$ cat src/sv/sjc_pkg.sv
`default_nettype none

package sjc_pkg;

    // Fixed field widths and the default fixed-point position.
    localparam int DATA_W                = 32;
    localparam int ACC_W                 = 64;
    localparam int EPS_W                 = 31;
    localparam int FRACTION_BITS_DEFAULT = 16;

    // Item commands.
    localparam logic [1:0] CMD_ACCUMULATE = 2'd0;
    localparam logic [1:0] CMD_FINISH     = 2'd1;
    localparam logic [1:0] CMD_UPDATE     = 2'd2;

    // Result status codes.
    localparam logic [1:0] STATUS_OK        = 2'd0;
    localparam logic [1:0] STATUS_SAT       = 2'd1;
    localparam logic [1:0] STATUS_ZERO_DIAG = 2'd2;

    // Divider step counts.
    localparam int               DIV_CNT_W    = 7;
    localparam logic [DIV_CNT_W-1:0] FINISH_STEPS = 7'd32;
    localparam logic [DIV_CNT_W-1:0] UPDATE_STEPS = 7'd64;

    // Datapath operations issued by the controller.
    localparam logic [3:0] OP_NONE     = 4'd0;
    localparam logic [3:0] OP_LOAD     = 4'd1;
    localparam logic [3:0] OP_PASS     = 4'd2;
    localparam logic [3:0] OP_MUL_VS   = 4'd3;
    localparam logic [3:0] OP_ACC_NUM  = 4'd4;
    localparam logic [3:0] OP_ACC_DEN  = 4'd5;
    localparam logic [3:0] OP_MUL_SV   = 4'd6;
    localparam logic [3:0] OP_MUL_SP   = 4'd7;
    localparam logic [3:0] OP_FORM_NUM = 4'd8;
    localparam logic [3:0] OP_STAB     = 4'd9;
    localparam logic [3:0] OP_MAG      = 4'd10;
    localparam logic [3:0] OP_PREP     = 4'd11;
    localparam logic [3:0] OP_DIV      = 4'd12;
    localparam logic [3:0] OP_FIN1     = 4'd13;
    localparam logic [3:0] OP_FIN2     = 4'd14;
    localparam logic [3:0] OP_EMIT     = 4'd15;

    // Command from the controller to the datapath.
    typedef struct packed {
        logic [3:0] op;
    } sjc_ctl_t;

    // Status from the datapath to the controller.
    typedef struct packed {
        logic [1:0] cmd;
        logic       dia_zero;
        logic       div_last;
    } sjc_stat_t;

endpackage

`default_nettype wire

$ cat src/sv/sjc_ctrl.sv
`default_nettype none

module sjc_ctrl (
    input  wire                 aclk,
    input  wire                 aresetn,
    input  wire                 s_valid,
    output logic                s_ready,
    output logic                m_valid,
    input  wire                 m_ready,
    output sjc_pkg::sjc_ctl_t   ctl,
    input  wire sjc_pkg::sjc_stat_t stat
);
    import sjc_pkg::*;

    localparam logic [3:0] ST_IDLE    = 4'd0;
    localparam logic [3:0] ST_DECODE  = 4'd1;
    localparam logic [3:0] ST_ACC_NUM = 4'd2;
    localparam logic [3:0] ST_ACC_DEN = 4'd3;
    localparam logic [3:0] ST_UPD_PRD = 4'd4;
    localparam logic [3:0] ST_UPD_NUM = 4'd5;
    localparam logic [3:0] ST_MAG     = 4'd6;
    localparam logic [3:0] ST_PREP    = 4'd7;
    localparam logic [3:0] ST_DIV     = 4'd8;
    localparam logic [3:0] ST_FIN1    = 4'd9;
    localparam logic [3:0] ST_FIN2    = 4'd10;
    localparam logic [3:0] ST_EMIT    = 4'd11;

    logic [3:0] state_reg;
    logic [3:0] state_next;
    logic       m_valid_reg;
    logic       m_valid_next;

    // Sequencing of one request through the shared datapath.
    always_comb begin
        state_next   = state_reg;
        m_valid_next = m_valid_reg;
        ctl.op       = OP_NONE;
        if (m_valid_reg && m_ready) begin
            m_valid_next = 1'b0;
        end
        case (state_reg)
            ST_IDLE: begin
                if (s_valid) begin
                    ctl.op     = OP_LOAD;
                    state_next = ST_DECODE;
                end
            end
            ST_DECODE: begin
                case (stat.cmd)
                    CMD_ACCUMULATE: begin
                        ctl.op     = OP_MUL_VS;
                        state_next = ST_ACC_NUM;
                    end
                    CMD_FINISH: begin
                        ctl.op     = OP_STAB;
                        state_next = ST_MAG;
                    end
                    CMD_UPDATE: begin
                        if (stat.dia_zero) begin
                            ctl.op     = OP_PASS;
                            state_next = ST_EMIT;
                        end else begin
                            ctl.op     = OP_MUL_SV;
                            state_next = ST_UPD_PRD;
                        end
                    end
                    default: begin
                        state_next = ST_IDLE;
                    end
                endcase
            end
            ST_ACC_NUM: begin
                ctl.op     = OP_ACC_NUM;
                state_next = ST_ACC_DEN;
            end
            ST_ACC_DEN: begin
                ctl.op     = OP_ACC_DEN;
                state_next = ST_IDLE;
            end
            ST_UPD_PRD: begin
                ctl.op     = OP_MUL_SP;
                state_next = ST_UPD_NUM;
            end
            ST_UPD_NUM: begin
                ctl.op     = OP_FORM_NUM;
                state_next = ST_MAG;
            end
            ST_MAG: begin
                ctl.op     = OP_MAG;
                state_next = ST_PREP;
            end
            ST_PREP: begin
                ctl.op     = OP_PREP;
                state_next = ST_DIV;
            end
            ST_DIV: begin
                ctl.op = OP_DIV;
                if (stat.div_last) begin
                    state_next = ST_FIN1;
                end
            end
            ST_FIN1: begin
                ctl.op     = OP_FIN1;
                state_next = ST_FIN2;
            end
            ST_FIN2: begin
                ctl.op     = OP_FIN2;
                state_next = ST_EMIT;
            end
            ST_EMIT: begin
                // The output register takes the result once it is free.
                if (!m_valid_reg || m_ready) begin
                    ctl.op       = OP_EMIT;
                    m_valid_next = 1'b1;
                    state_next   = ST_IDLE;
                end
            end
            default: begin
                state_next = ST_IDLE;
            end
        endcase
    end

    always_ff @(posedge aclk) begin
        if (!aresetn) begin
            state_reg   <= ST_IDLE;
            m_valid_reg <= 1'b0;
        end else begin
            state_reg   <= state_next;
            m_valid_reg <= m_valid_next;
        end
    end

    assign s_ready = (state_reg == ST_IDLE);
    assign m_valid = m_valid_reg;

endmodule

`default_nettype wire

$ cat config.mk
export PLATFORM = sky130hd
export DESIGN_NAME = sjc_ctrl
export DESIGN_NICKNAME = d
export VERILOG_FILES = /design/src/sv/sjc_pkg.sv /design/src/sv/sjc_ctrl.sv
export SDC_FILE = /design/constraint.sdc
export NUM_CORES = 1
export LEC_CHECK = 0
export BUFFER_PORTS_ARGS = -buffer_cell sky130_fd_sc_hd__buf_2
export CAP_MARGIN = 10
export CORE_AREA = 2 2 42 44
export CTS_CLUSTER_SIZE = 10
export DETAILED_ROUTE_END_ITERATION = 10
export DIE_AREA = 0 0 44 46
export GPL_TIMING_DRIVEN = 0
export SKIP_LAST_GASP = 1
export SLEW_MARGIN = 20
export SYNTH_ARGS = -nofsm -noshare
export SYNTH_HDL_FRONTEND = slang
export SYNTH_SLANG_ARGS = --single-unit
export TNS_END_PERCENT = 5
$ cat constraint.sdc
create_clock -name aclk -period 1.4 [get_ports aclk]
set_input_delay 0.14 -clock aclk [delete_from_list [all_inputs] [get_ports aclk]]
set_output_delay 0.14 -clock aclk [all_outputs]
set_load 0.01 [all_outputs]
==> results of run 1 <==
worst max path at each step:
stage | start | end | slack [ns] | cells past startpoint
after floorplan | state_reg[3]$_SDFFE_PN0P_ | state_reg[0]$_SDFFE_PN0P_ | 0.06 | 5
after global placement | state_reg[0]$_SDFFE_PN0P_ | ctl[2] | -0.13 | 5
after detailed placement | state_reg[0]$_SDFFE_PN0P_ | ctl[2] | -0.15 | 5
after CTS | state_reg[0]$_SDFFE_PN0P_ | ctl[2] | -0.09 | 5
after global routing | state_reg[0]$_SDFFE_PN0P_ | ctl[2] | -0.17 | 5
final | state_reg[2]$_SDFFE_PN0P_ | ctl[2] | -0.12 | 6
placed cells by master (no fill, tap or decap), types with 2 or more instances in the layout:
cell / synthesis / routed
a21boi_1: 3 / 3
a21oi_1: 9 / 8
a31oi_1: 2 / 2
buf_2: 3 / 13
buf_4: 0 / 11
buf_6: 1 / 3
clkbuf_4: 0 / 3
dfxtp_1: 5 / 2
dfxtp_4: 0 / 3
nand2_1: 7 / 7
nand2b_1: 3 / 2
nand3_1: 2 / 2
nand3b_1: 3 / 3
nor2_1: 5 / 4
nor2b_4: 0 / 2
o21ai_1: 4 / 4
o22ai_1: 3 / 3
cell families after synthesis:
logic type      Yosys count  share of synthesized area (%)
flops                     5                          19.28
buf+inv                   6                          6.504
simple gates             32                          34.94
compound gates           29                          39.28
through the flow:
stage	TNS (ns)	total power, mW	hold WS, ns	utilization (%)	instances
final	-0.4873	1.429	0.1777	48.91	117
after CTS	-0.4410	1.406	0.1749	48.91	117
after floorplan	0	0.7706	0.2546	-	72
after global placement	-0.1454	0.9630	0.4162	37.52	102
after global routing	-0.9837	1.529	0.1773	48.91	117
after detailed placement	-0.1820	0.9778	0.4243	37.52	102
timing repair:
action,4_1_cts,5_1_grt
resized for setup,21,0
endpoints found under the setup margin,7,7
cloned,0,0
setup buffers,11,0
pin swaps,4,0
report_power, final:
group	leakage [nW]	internal, mW	switching [mW]
Sequential	0.0428	0.200	0.0618
Clock	0.0150	0.108	0.0564
Combinational	0.281	0.508	0.495
Total	0.339	0.815	0.613
worst register-to-register path, cell delays in order (launching register included):
cell      delay, ns
dfxtp_4        0.36
buf_4          0.16
or3_4          0.35
o311ai_4       0.24
or2_1          0.16
o22ai_1        0.07
final cells by class:
| type | count | area [um2] | share of cell area, % |
|---|---|---|---|
| buffer | 5 | 46.29 | 5.864 |
| clock buffer | 4 | 26.28 | 3.328 |
| inverter | 1 | 3.754 | 0.4754 |
| multi-input combinational | 61 | 420.4 | 53.25 |
| sequential | 5 | 111.4 | 14.10 |
| tap | 17 | 21.27 | 2.694 |
| timing repair buffer | 24 | 160.2 | 20.29 |
metal layers:
| metal | share of wire [%] | GRT usage [%] |
|---|---|---|
| met3 | 6.3 | 4.762 |
| met5 | 0 | 0 |
| met4 | 1.1 | 4.242 |
| met1 | 43 | 21.60 |
| met2 | 50 | 28.82 |
==> out/qor.yml, run 1 <==
run_status:
  status: "complete, but fails checks"
  failed_checks: "negative setup slack"
run:
  cap_violations: 0
cts:
  numCtsBuffers: 3
  root_buffer: "clkbuf_4"
  clk_path_buf_depth: 2
  cts_tree: "done"
  clock_latency_ns: 0.24
  cts_hold_buf: 0
  clkSinkCount: 5
  h-tree-depth: 1
  clk_pin_slew_worst_paths_ns: 0.05
yosys:
  ys_warn_count: 0
  synth.largest_area_cell: "dfxtp_1"
  ys_types: 32
  syn-cell-area_um2: 519.2
  synth-async-reset-ratio_pct: 0
  syn_nets: 80
  synth_cells: 72
  synth_ff_type: "dfxtp_1"
  synth_top_area_share_pct: 19.28
  ys_seq_area_share_pct: 19.28
  synth_area_leaders: "dfxtp_1, a21oi_1, nand2_1"
  syn_area_per_cell_um2: 7.212
  synth_common_cells: "a21oi_1, nand2_1, dfxtp_1, nor2_1, o21ai_1"
  synth-seq-cells: 5
  yosysMostFrequentCell: "a21oi_1"
  synth_edf_count: 0
critical_path:
  worstSetupStartpointType: "register"
  critPathSlowestCell: "dfxtp_4"
  arrival_ns: 1.38
  required_ns: 1.26
  path_buf_inv: 2
  reg2regPathDepth: 5
  path_cells: "buf_6 > nor2b_4 > nor3_2 > a21oi_1 > a21bo_1 > buf_2"
  crit_type: "register to output pin"
  reg2reg_setup_slack_ns: -0.05
  path_max_fanout: 3
  worstReg2RegStart: "state_reg[1]$_SDFFE_PN0P_"
  r2r-end: "state_reg[0]$_SDFFE_PN0P_"
  critPathTopFamily: "flip-flops"
  max_stage_delay_ns: 0.36
  cp-end-kind: "output pin"
grt:
  grt_pass1_vias: 608
  grt_usage_pct: 17.16
  grt_pass1_wl_um: 2622
  antenna_found_initial: 0
  grt-ovfl-total: 0
  grt_max_degree: 11
pwr:
  p_leak_nw: 0.3392
  ir_drop_mv: 0.6791
  p_per_area_nw_per_um2: 1810
final_layout:
  n_fill_cell: 164
  finalNetCount: 109
  finalInstanceArea_um2: 789.5
  largest_reg_flops: 4
  drive_gt1_share_pct: 45.00
  area_delta_synth_final_pct: 52.05
  diodes: 0
route:
  drc_errors: 0
  wl_um: 1664
  avgRoutedWirePerCell_um: 14.22
  drt.antenna.violating_nets: 0
  viasPerCell: 5.590
  drtIter0Drc: 18
  vias: 654
  first_pass_iters: 4
sta:
  fmax_ghz: 0.6597
  hold_violations: 0
  min_period_ns: 1.516
  slew_violations: 0
  rsz0062_at_grt: "true"
  tightest_slew_ns: 0.2350
  timing.final.ws_setup_ns: -0.1158
  fin_skew_ns: 0.005204
  max_slew_margin_pct: 84.30
  setup_violations: 7
  timing.final.crit_share_pct: 108.3
placement:
  gp_congestion: 0.8577
  port_buffers: 13
  dp_slack_ns: -0.1473
  hpwl_um: 1073
  place_area_um2: 605.6
min_path:
  worstHoldStart: "stat[1]"
  hold_path_class: "input pin to register"
  hold_depth: 3
  min_to: "state_reg[1]$_SDFFE_PN0P_"
floorplan:
  io_pins: 14
  die_h_um: 46
  core_um2: 1614
  dieArea_um2: 2024
  num_rows: 15
  die_w_um: 44
  start_util_pct: 32.17
Note: power is estimated with default switching activity, not from simulation.
==> run 2: changes to the inputs <==
- BUFFER_PORTS_ARGS: -buffer_cell sky130_fd_sc_hd__buf_2 -> -buffer_cell sky130_fd_sc_hd__buf_4
==> run 2 against run 1 <==
  * The flow still finishes with violations (negative setup slack)
  * Global-route usage is 0.12 points higher
  * Cell area decreased by 1.3%
  * Die area stayed put
==> out/qor.yml, run 2 (synthesis results as in run 1) <==
run_status:
  status: "complete, but fails checks"  # unchanged
  failed_checks: "negative setup slack"  # unchanged
critical_path:
  reg2regPathDepth: 5  # unchanged
  worstReg2RegStart: "state_reg[1]$_SDFFE_PN0P_"  # unchanged
  arrival_ns: 1.35  # was 1.38 ns
  r2r-end: "state_reg[0]$_SDFFE_PN0P_"  # unchanged
  path_max_fanout: 6  # was 3
  cp-end-kind: "output pin"  # unchanged
  crit_type: "register to output pin"  # unchanged
  required_ns: 1.26  # about the same
  reg2reg_setup_slack_ns: -0.05  # about the same
  worstSetupStartpointType: "register"  # unchanged
grt:
  grt-ovfl-total: 0  # unchanged
  grt_pass1_vias: 567  # was 608
  grt_max_degree: 11  # unchanged
  grt_pass1_wl_um: 2594  # was 2622 um
  antenna_found_initial: 0  # unchanged
  grt_usage_pct: 17.28  # was 17.16%
floorplan:
  die_h_um: 46  # unchanged
  num_rows: 15  # unchanged
  io_pins: 14  # unchanged
  start_util_pct: 32.17  # unchanged
  core_um2: 1614  # unchanged
  dieArea_um2: 2024  # unchanged
  die_w_um: 44  # unchanged
min_path:
  min_to: "state_reg[3]$_SDFFE_PN0P_"  # was state_reg[1]$_SDFFE_PN0P_
  hold_depth: 3  # unchanged
  worstHoldStart: "aresetn"  # was stat[1]
  hold_path_class: "input pin to register"  # unchanged
placement:
  dp_slack_ns: -0.1263  # was -0.1473 ns
  port_buffers: 13  # unchanged
  place_area_um2: 638.1  # was 605.6 um2
  hpwl_um: 1029  # was 1073 um
  gp_congestion: 0.8450  # was 0.8577
  placedCellCount: 102  # unchanged
cts:
  numCtsBuffers: 3  # unchanged
  clk_path_buf_depth: 2  # unchanged
  cts_tree: "done"  # unchanged
  clock_latency_ns: 0.24  # about the same
  clk_pin_slew_worst_paths_ns: 0.04  # was 0.05 ns
  clkSinkCount: 5  # unchanged
  cts_hold_buf: 0  # unchanged
  root_buffer: "clkbuf_4"  # unchanged
  h-tree-depth: 1  # unchanged
route:
  viasPerCell: 5.629  # was 5.590
  drtIter0Drc: 31  # was 18
  wl_um: 1593  # was 1664 um
  avgRoutedWirePerCell_um: 13.73  # was 14.22 um
  vias: 653  # was 654
  drt.antenna.violating_nets: 0  # unchanged
  first_pass_iters: 4  # unchanged
  drc_errors: 0  # unchanged
pwr:
  p_total_mw: 1.405  # was 1.429 mW
  ir_drop_mv: 0.8642  # was 0.6791 mV
  p_per_area_nw_per_um2: 1802  # was 1810 nW/um2
  p_leak_nw: 0.3368  # was 0.3392 nW
sta:
  min_period_ns: 1.495  # was 1.516 ns
  fin_skew_ns: 0.006781  # was 0.005204 ns
  rsz0062_at_grt: "true"  # unchanged
  hold_violations: 0  # unchanged
  timing.final.crit_share_pct: 106.8  # was 108.3%
  whs_ns: 0.1718  # was 0.1777 ns
  setup_violations: 7  # unchanged
  tns_ns: -0.4704  # was -0.4873 ns
  timing.final.ws_setup_ns: -0.09496  # was -0.1158 ns
  max_slew_margin_pct: 84.41  # was 84.30%
  tightest_slew_ns: 0.2334  # was 0.2350 ns
  slew_violations: 0  # unchanged
  fmax_ghz: 0.6689  # was 0.6597 GHz
final_layout:
  finalInstanceArea_um2: 779.5  # was 789.5 um2
  area_delta_synth_final_pct: 50.12  # was 52.05%
  final_util_pct: 48.29  # was 48.91%
  largest_reg_flops: 4  # unchanged
  finalNetCount: 108  # was 109
  layout_common_cells: "buf_4, a21oi_1, nand2_1"  # was buf_2, buf_4, a21oi_1
  stdcell_count: 116  # was 117
  drive_gt1_share_pct: 41.41  # was 45.00%
  diodes: 0  # unchanged
  layout_commonest_cell: "buf_4"  # was buf_2
run:
  cap_violations: 0  # unchanged
==> run 2: cell count changes in the layout (fill, tap and decap cells not counted) <==
cell	previous run	this run
nand2b_1	2	3
buf_12	1	0
buf_4	11	23
nor3_1	1	2
nor3_2	1	0
buf_2	13	1
nand2b_4	1	0
nor2b_4	2	1
nor2b_1	1	2
==> run 2: area by class of cell <==
class | count | area (um2)
inverter | 1 | 3.754
buffer | 5 | 43.79
sequential | 5 | 111.4
tap | 17 | 21.27
clock buffer | 4 | 26.28
timing repair buffer | 23 | 172.7
fill | 167 | 834.6
multi-input combinational | 61 | 400.4
==> run 2: what timing repair did <==
action                                  CTS  global route
pin swaps                                 4             1
cloned                                    0             0
setup buffers                            10             0
resized for setup                        14             2
endpoints found under the setup margin    7             8
==> run 2: metal layers <==
| layer | track usage, % | part of all wire, % | up-vias |
|---|---|---|---|
| li1 | - | - | 322 |
| met1 | 24.11 | 46 | 300 |
| met2 | 27.35 | 48 | 29 |
| met3 | 3.571 | 6.2 | 2 |
| met4 | 3.636 | 0.25 | 0 |
| met5 | 0 | 0 | - |
==> run 2: worst max path at each step <==
stage,start,end,slack (ns),cells after the start
after CTS,state_reg[2]$_SDFFE_PN0P_,ctl[2],-0.1,6
after global placement,state_reg[0]$_SDFFE_PN0P_,ctl[2],-0.11,5
after detailed placement,state_reg[0]$_SDFFE_PN0P_,ctl[2],-0.13,5
final,state_reg[0]$_SDFFE_PN0P_,ctl[2],-0.09,5
after global routing,state_reg[1]$_SDFFE_PN0P_,ctl[0],-0.17,5
after floorplan,state_reg[3]$_SDFFE_PN0P_,state_reg[0]$_SDFFE_PN0P_,0.06,5
==> run 2: critical path: stages (launching register included) <==
cell and delay [ns]:
dfxtp_4 0.36, nor2b_4 0.13, and3b_2 0.19, nand3b_1 0.10, a21bo_1 0.21, buf_4 0.13
==> run 2: power breakdown <==
part	switching, mW	internal [mW]	total, mW
clock network	0.0547	0.107	0.162
logic	0.468	0.513	0.981
registers	0.0619	0.200	0.262
total	0.585	0.820	1.40
==> run 3: changes to the inputs <==
- ABC_AREA: unset -> 1
- CORE_AREA: 2 2 42 44 -> 2 2 39 41
- DIE_AREA: 0 0 44 46 -> 0 0 41 43
==> run 3 against run 2 <==
  * Synthesized cell count is 11% higher
  * Sequential power is 26% lower
  * Critical endpoint is now ctl[0]
  * Utilization is 3.6 points higher
  * Global-route usage is 2.0 points higher
  * The flow still finishes with violations (negative setup slack)
  * Area after synthesis is 17% lower
==> out/qor.yml, run 3 <==
run_status:
  status: "complete, but fails checks"  # unchanged
  failed_checks: "negative setup slack"  # unchanged
sta:
  hold_violations: 0  # unchanged
  whs_ns: 0.1876  # was 0.1718 ns
  min_period_ns: 1.438  # was 1.495 ns
  timing.final.crit_share_pct: 102.7  # was 106.8%
  max_slew_margin_pct: 85.04  # was 84.41%
  fmax_ghz: 0.6952  # was 0.6689 GHz
  timing.final.ws_setup_ns: -0.03843  # was -0.09496 ns
  tightest_slew_ns: 0.2242  # was 0.2334 ns
  rsz0062_at_grt: "true"  # unchanged
  setup_violations: 2  # was 7
  slew_violations: 0  # unchanged
  fin_skew_ns: 0.003521  # was 0.006781 ns
route:
  avgRoutedWirePerCell_um: 11.94  # was 13.73 um
  wl_um: 1433  # was 1593 um
  viasPerCell: 5.033  # was 5.629
  drtIter0Drc: 9  # was 31
  drt.antenna.violating_nets: 0  # unchanged
  vias: 604  # was 653
  drc_errors: 0  # unchanged
  first_pass_iters: 4  # unchanged
cts:
  clk_pin_slew_worst_paths_ns: 0.04  # about the same
  root_buffer: "clkbuf_4"  # unchanged
  clk_path_buf_depth: 2  # unchanged
  h-tree-depth: 1  # unchanged
  cts_tree: "done"  # unchanged
  numCtsBuffers: 3  # unchanged
  clkSinkCount: 5  # unchanged
  clock_latency_ns: 0.24  # about the same
final_layout:
  n_fill_cell: 146  # was 167
  finalNetCount: 113  # was 108
  finalInstanceArea_um2: 718.2  # was 779.5 um2
  layout_commonest_cell: "buf_4"  # unchanged
  drive_gt1_share_pct: 46.15  # was 41.41%
  area_delta_synth_final_pct: 67.35  # was 50.12%
  diodes: 0  # unchanged
  largest_reg_flops: 4  # unchanged
  layout_common_cells: "buf_4, nand2_1, nor2_1"  # was buf_4, a21oi_1, nand2_1
yosys:
  syn-cell-area_um2: 429.2  # was 519.2 um2
  synth_common_cells: "nand2_1, nor2_1, inv_1"  # was a21oi_1, nand2_1, dfxtp_1, nor2_1, o21ai_1
  synth_top_area_share_pct: 23.32  # was 19.28%
  synth_top_family_by_area: "simple AND/OR/NAND/NOR gates"  # was compound AO/OA/AOI/OAI gates
  synth_cells: 80  # was 72
  syn_area_per_cell_um2: 5.365  # was 7.212 um2
  synth_compound_area_share_pct: 17.20  # was 39.28%
  ys_warn_count: 0  # unchanged
  ys_seq_area_share_pct: 23.32  # was 19.28%
  syn_nets: 88  # was 80
  synth-simple-area-share_pct: 46.36  # was 34.94%
  synth_ff_type: "dfxtp_1"  # unchanged
  synth-seq-cells: 5  # unchanged
  synth_area_leaders: "dfxtp_1, nand2_1, nor2_1"  # was dfxtp_1, a21oi_1, nand2_1
  synth.mux.area_fraction_pct: 0  # unchanged
  synth_xor_area_share_pct: 0  # unchanged
  ys_types: 14  # was 32
  synth-async-reset-ratio_pct: 0  # unchanged
  synthAdderAreaFrac_pct: 0  # unchanged
  synth.largest_area_cell: "dfxtp_1"  # unchanged
  yosysMostFrequentCell: "nand2_1"  # was a21oi_1
  synth_edf_count: 0  # unchanged
pwr:
  p_per_area_nw_per_um2: 949.0  # was 1802 nW/um2
  ir_drop_mv: 0.5705  # was 0.8642 mV
  p_leak_nw: 0.3636  # was 0.3368 nW
  p_total_mw: 0.6815  # was 1.405 mW
  p_sw_mw: 0.2627  # was 0.5849 mW
  intPower_mw: 0.4188  # was 0.8200 mW
  seq_power_share_pct: 28.3  # was 18.6%
  switching_share_pct: 38.55  # was 41.63%
  pwr-share-clk_pct: 23.9  # was 11.5%
  p_comb_share_pct: 47.7  # was 69.8%
grt:
  antenna_found_initial: 0  # unchanged
  grt_max_degree: 8  # was 11
  grt-ovfl-total: 0  # unchanged
  grt_usage_pct: 19.30  # was 17.28%
  grt_pass1_vias: 565  # was 567
  grt_pass1_wl_um: 2297  # was 2594 um
critical_path:
  setup.worst_path.start: "state_reg[1]$_SDFFE_PN0P_"  # was state_reg[0]$_SDFFE_PN0P_
  max_stage_delay_ns: 0.41  # was 0.36 ns
  worstSetupStartpointType: "register"  # unchanged
  worstReg2RegStart: "state_reg[1]$_SDFFE_PN0P_"  # unchanged
  arrival_ns: 1.30  # was 1.35 ns
  critPathSlowestCell: "dfxtp_4"  # unchanged
  path_max_fanout: 7  # was 6
  required_ns: 1.26  # about the same
  crit_type: "register to output pin"  # unchanged
  path_cells: "nand2_2 > nor2_2 > o21ai_2 > o2111ai_1 > buf_4"  # was nor2b_4 > and3b_2 > nand3b_1 > a21bo_1 > buf_4
  cp-end-kind: "output pin"  # unchanged
min_path:
  worstHoldStart: "aresetn"  # unchanged
  hold_path_class: "input pin to register"  # unchanged
floorplan:
  num_rows: 14  # was 15
  start_util_pct: 31.01  # was 32.17%
  die_h_um: 43  # was 46 um
  die_w_um: 41  # was 44 um
  io_pins: 14  # unchanged
  dieArea_um2: 1763  # was 2024 um2
  core_um2: 1384  # was 1614 um2
placement:
  hpwl_um: 937.6  # was 1029 um
  gp_congestion: 0.8189  # was 0.8450
  port_buffers: 13  # unchanged
  place_area_um2: 546.8  # was 638.1 um2
run:
  cap_violations: 0  # unchanged
-- run 3: changes by cell type after synthesis, moves of 3 or more --
cell | before | now
inv_1 | 0 | 15
nor2_1 | 5 | 16
nand3_1 | 2 | 6
o21ai_1 | 4 | 0
a21oi_1 | 9 | 2
o22ai_1 | 3 | 0
a21boi_1 | 3 | 0
nor2b_1 | 3 | 0
nand2_1 | 7 | 24
o21ai_0 | 0 | 3
o2111ai_1 | 0 | 3
nand3b_1 | 3 | 0
nand2b_1 | 3 | 0
buf_2 | 3 | 0
-- run 3: path summary, 6_finish.rpt --
check	cells past startpoint	endpoint	slack, ns
min reg2reg	4	state_reg[0]$_SDFFE_PN0P_	0.64
min	3	m_valid$_SDFF_PN0_	0.19
max reg2reg	6	state_reg[3]$_SDFFE_PN0P_	0.17
max	5	ctl[0]	-0.04
-- run 3: worst max-delay path, delay by kind of cell (launching register included) --
| kind | cells | cell delay [ns] |
|---|---|---|
| DFF | 1 | 0.41 |
| and+or+nand+nor | 2 | 0.28 |
| AOI/OAI and AO/OA | 2 | 0.21 |
| buffers and inverters | 1 | 0.16 |
-- run 3: layer usage --
metal / routed length, um / vias up / track usage, %
met4: 18 / 0 / 10.67
met3: 78 / 2 / 4.712
met5: 0 / - / 0
met1: 539 / 275 / 22.90
li1: - / 304 / -
met2: 796 / 23 / 30.00
-- run 3: area by class of cell --
class	instances	area, um2	area share [%]
sequential	5	115.1	16.03
multi-input combinational	60	342.8	47.74
clock buffer	4	26.28	3.659
timing repair buffer	20	150.1	20.91
inverter	15	63.81	8.885
tap	16	20.02	2.787
-- run 3: what timing repair did --
| item | in CTS | in global routing |
|---|---|---|
| pin swaps | 8 | 4 |
| setup endpoints to repair | 4 | 4 |
| hold buffers | 0 | 0 |
| buffers inserted | 5 | 2 |
| gates resized for setup | 34 | 3 |
-- run 3: power by group through the flow --
stage	logic [mW]	registers, mW	clock network (mW)
after floorplan	0.153	0.173	0
after global placement	0.248	0.177	0
after detailed placement	0.247	0.178	0
after CTS	0.308	0.189	0.168
after global routing	0.354	0.195	0.178
final	0.325	0.193	0.163
-- run 3: kinds of logic (layout without fill, tap and decap cells) --
logic type / after synthesis / after routing
buf+inv: 15 / 39
flops: 5 / 5
simple gates: 49 / 49
compound gates: 11 / 11
-- run 3: stage by stage --
stage | util, % | instances | TNS (ns) | setup slack, ns
4_1_cts | 50.27 | 118 | -0.01763 | -0.007797
2_1_floorplan | - | 80 | 0 | 0.2581
6_report | 51.90 | 120 | -0.05575 | -0.03843
5_1_grt | 51.90 | 120 | -0.3465 | -0.1038
3_5_place_dp | 39.51 | 109 | 0 | 0.05995
3_3_place_gp | 39.51 | 109 | 0 | 0.06692
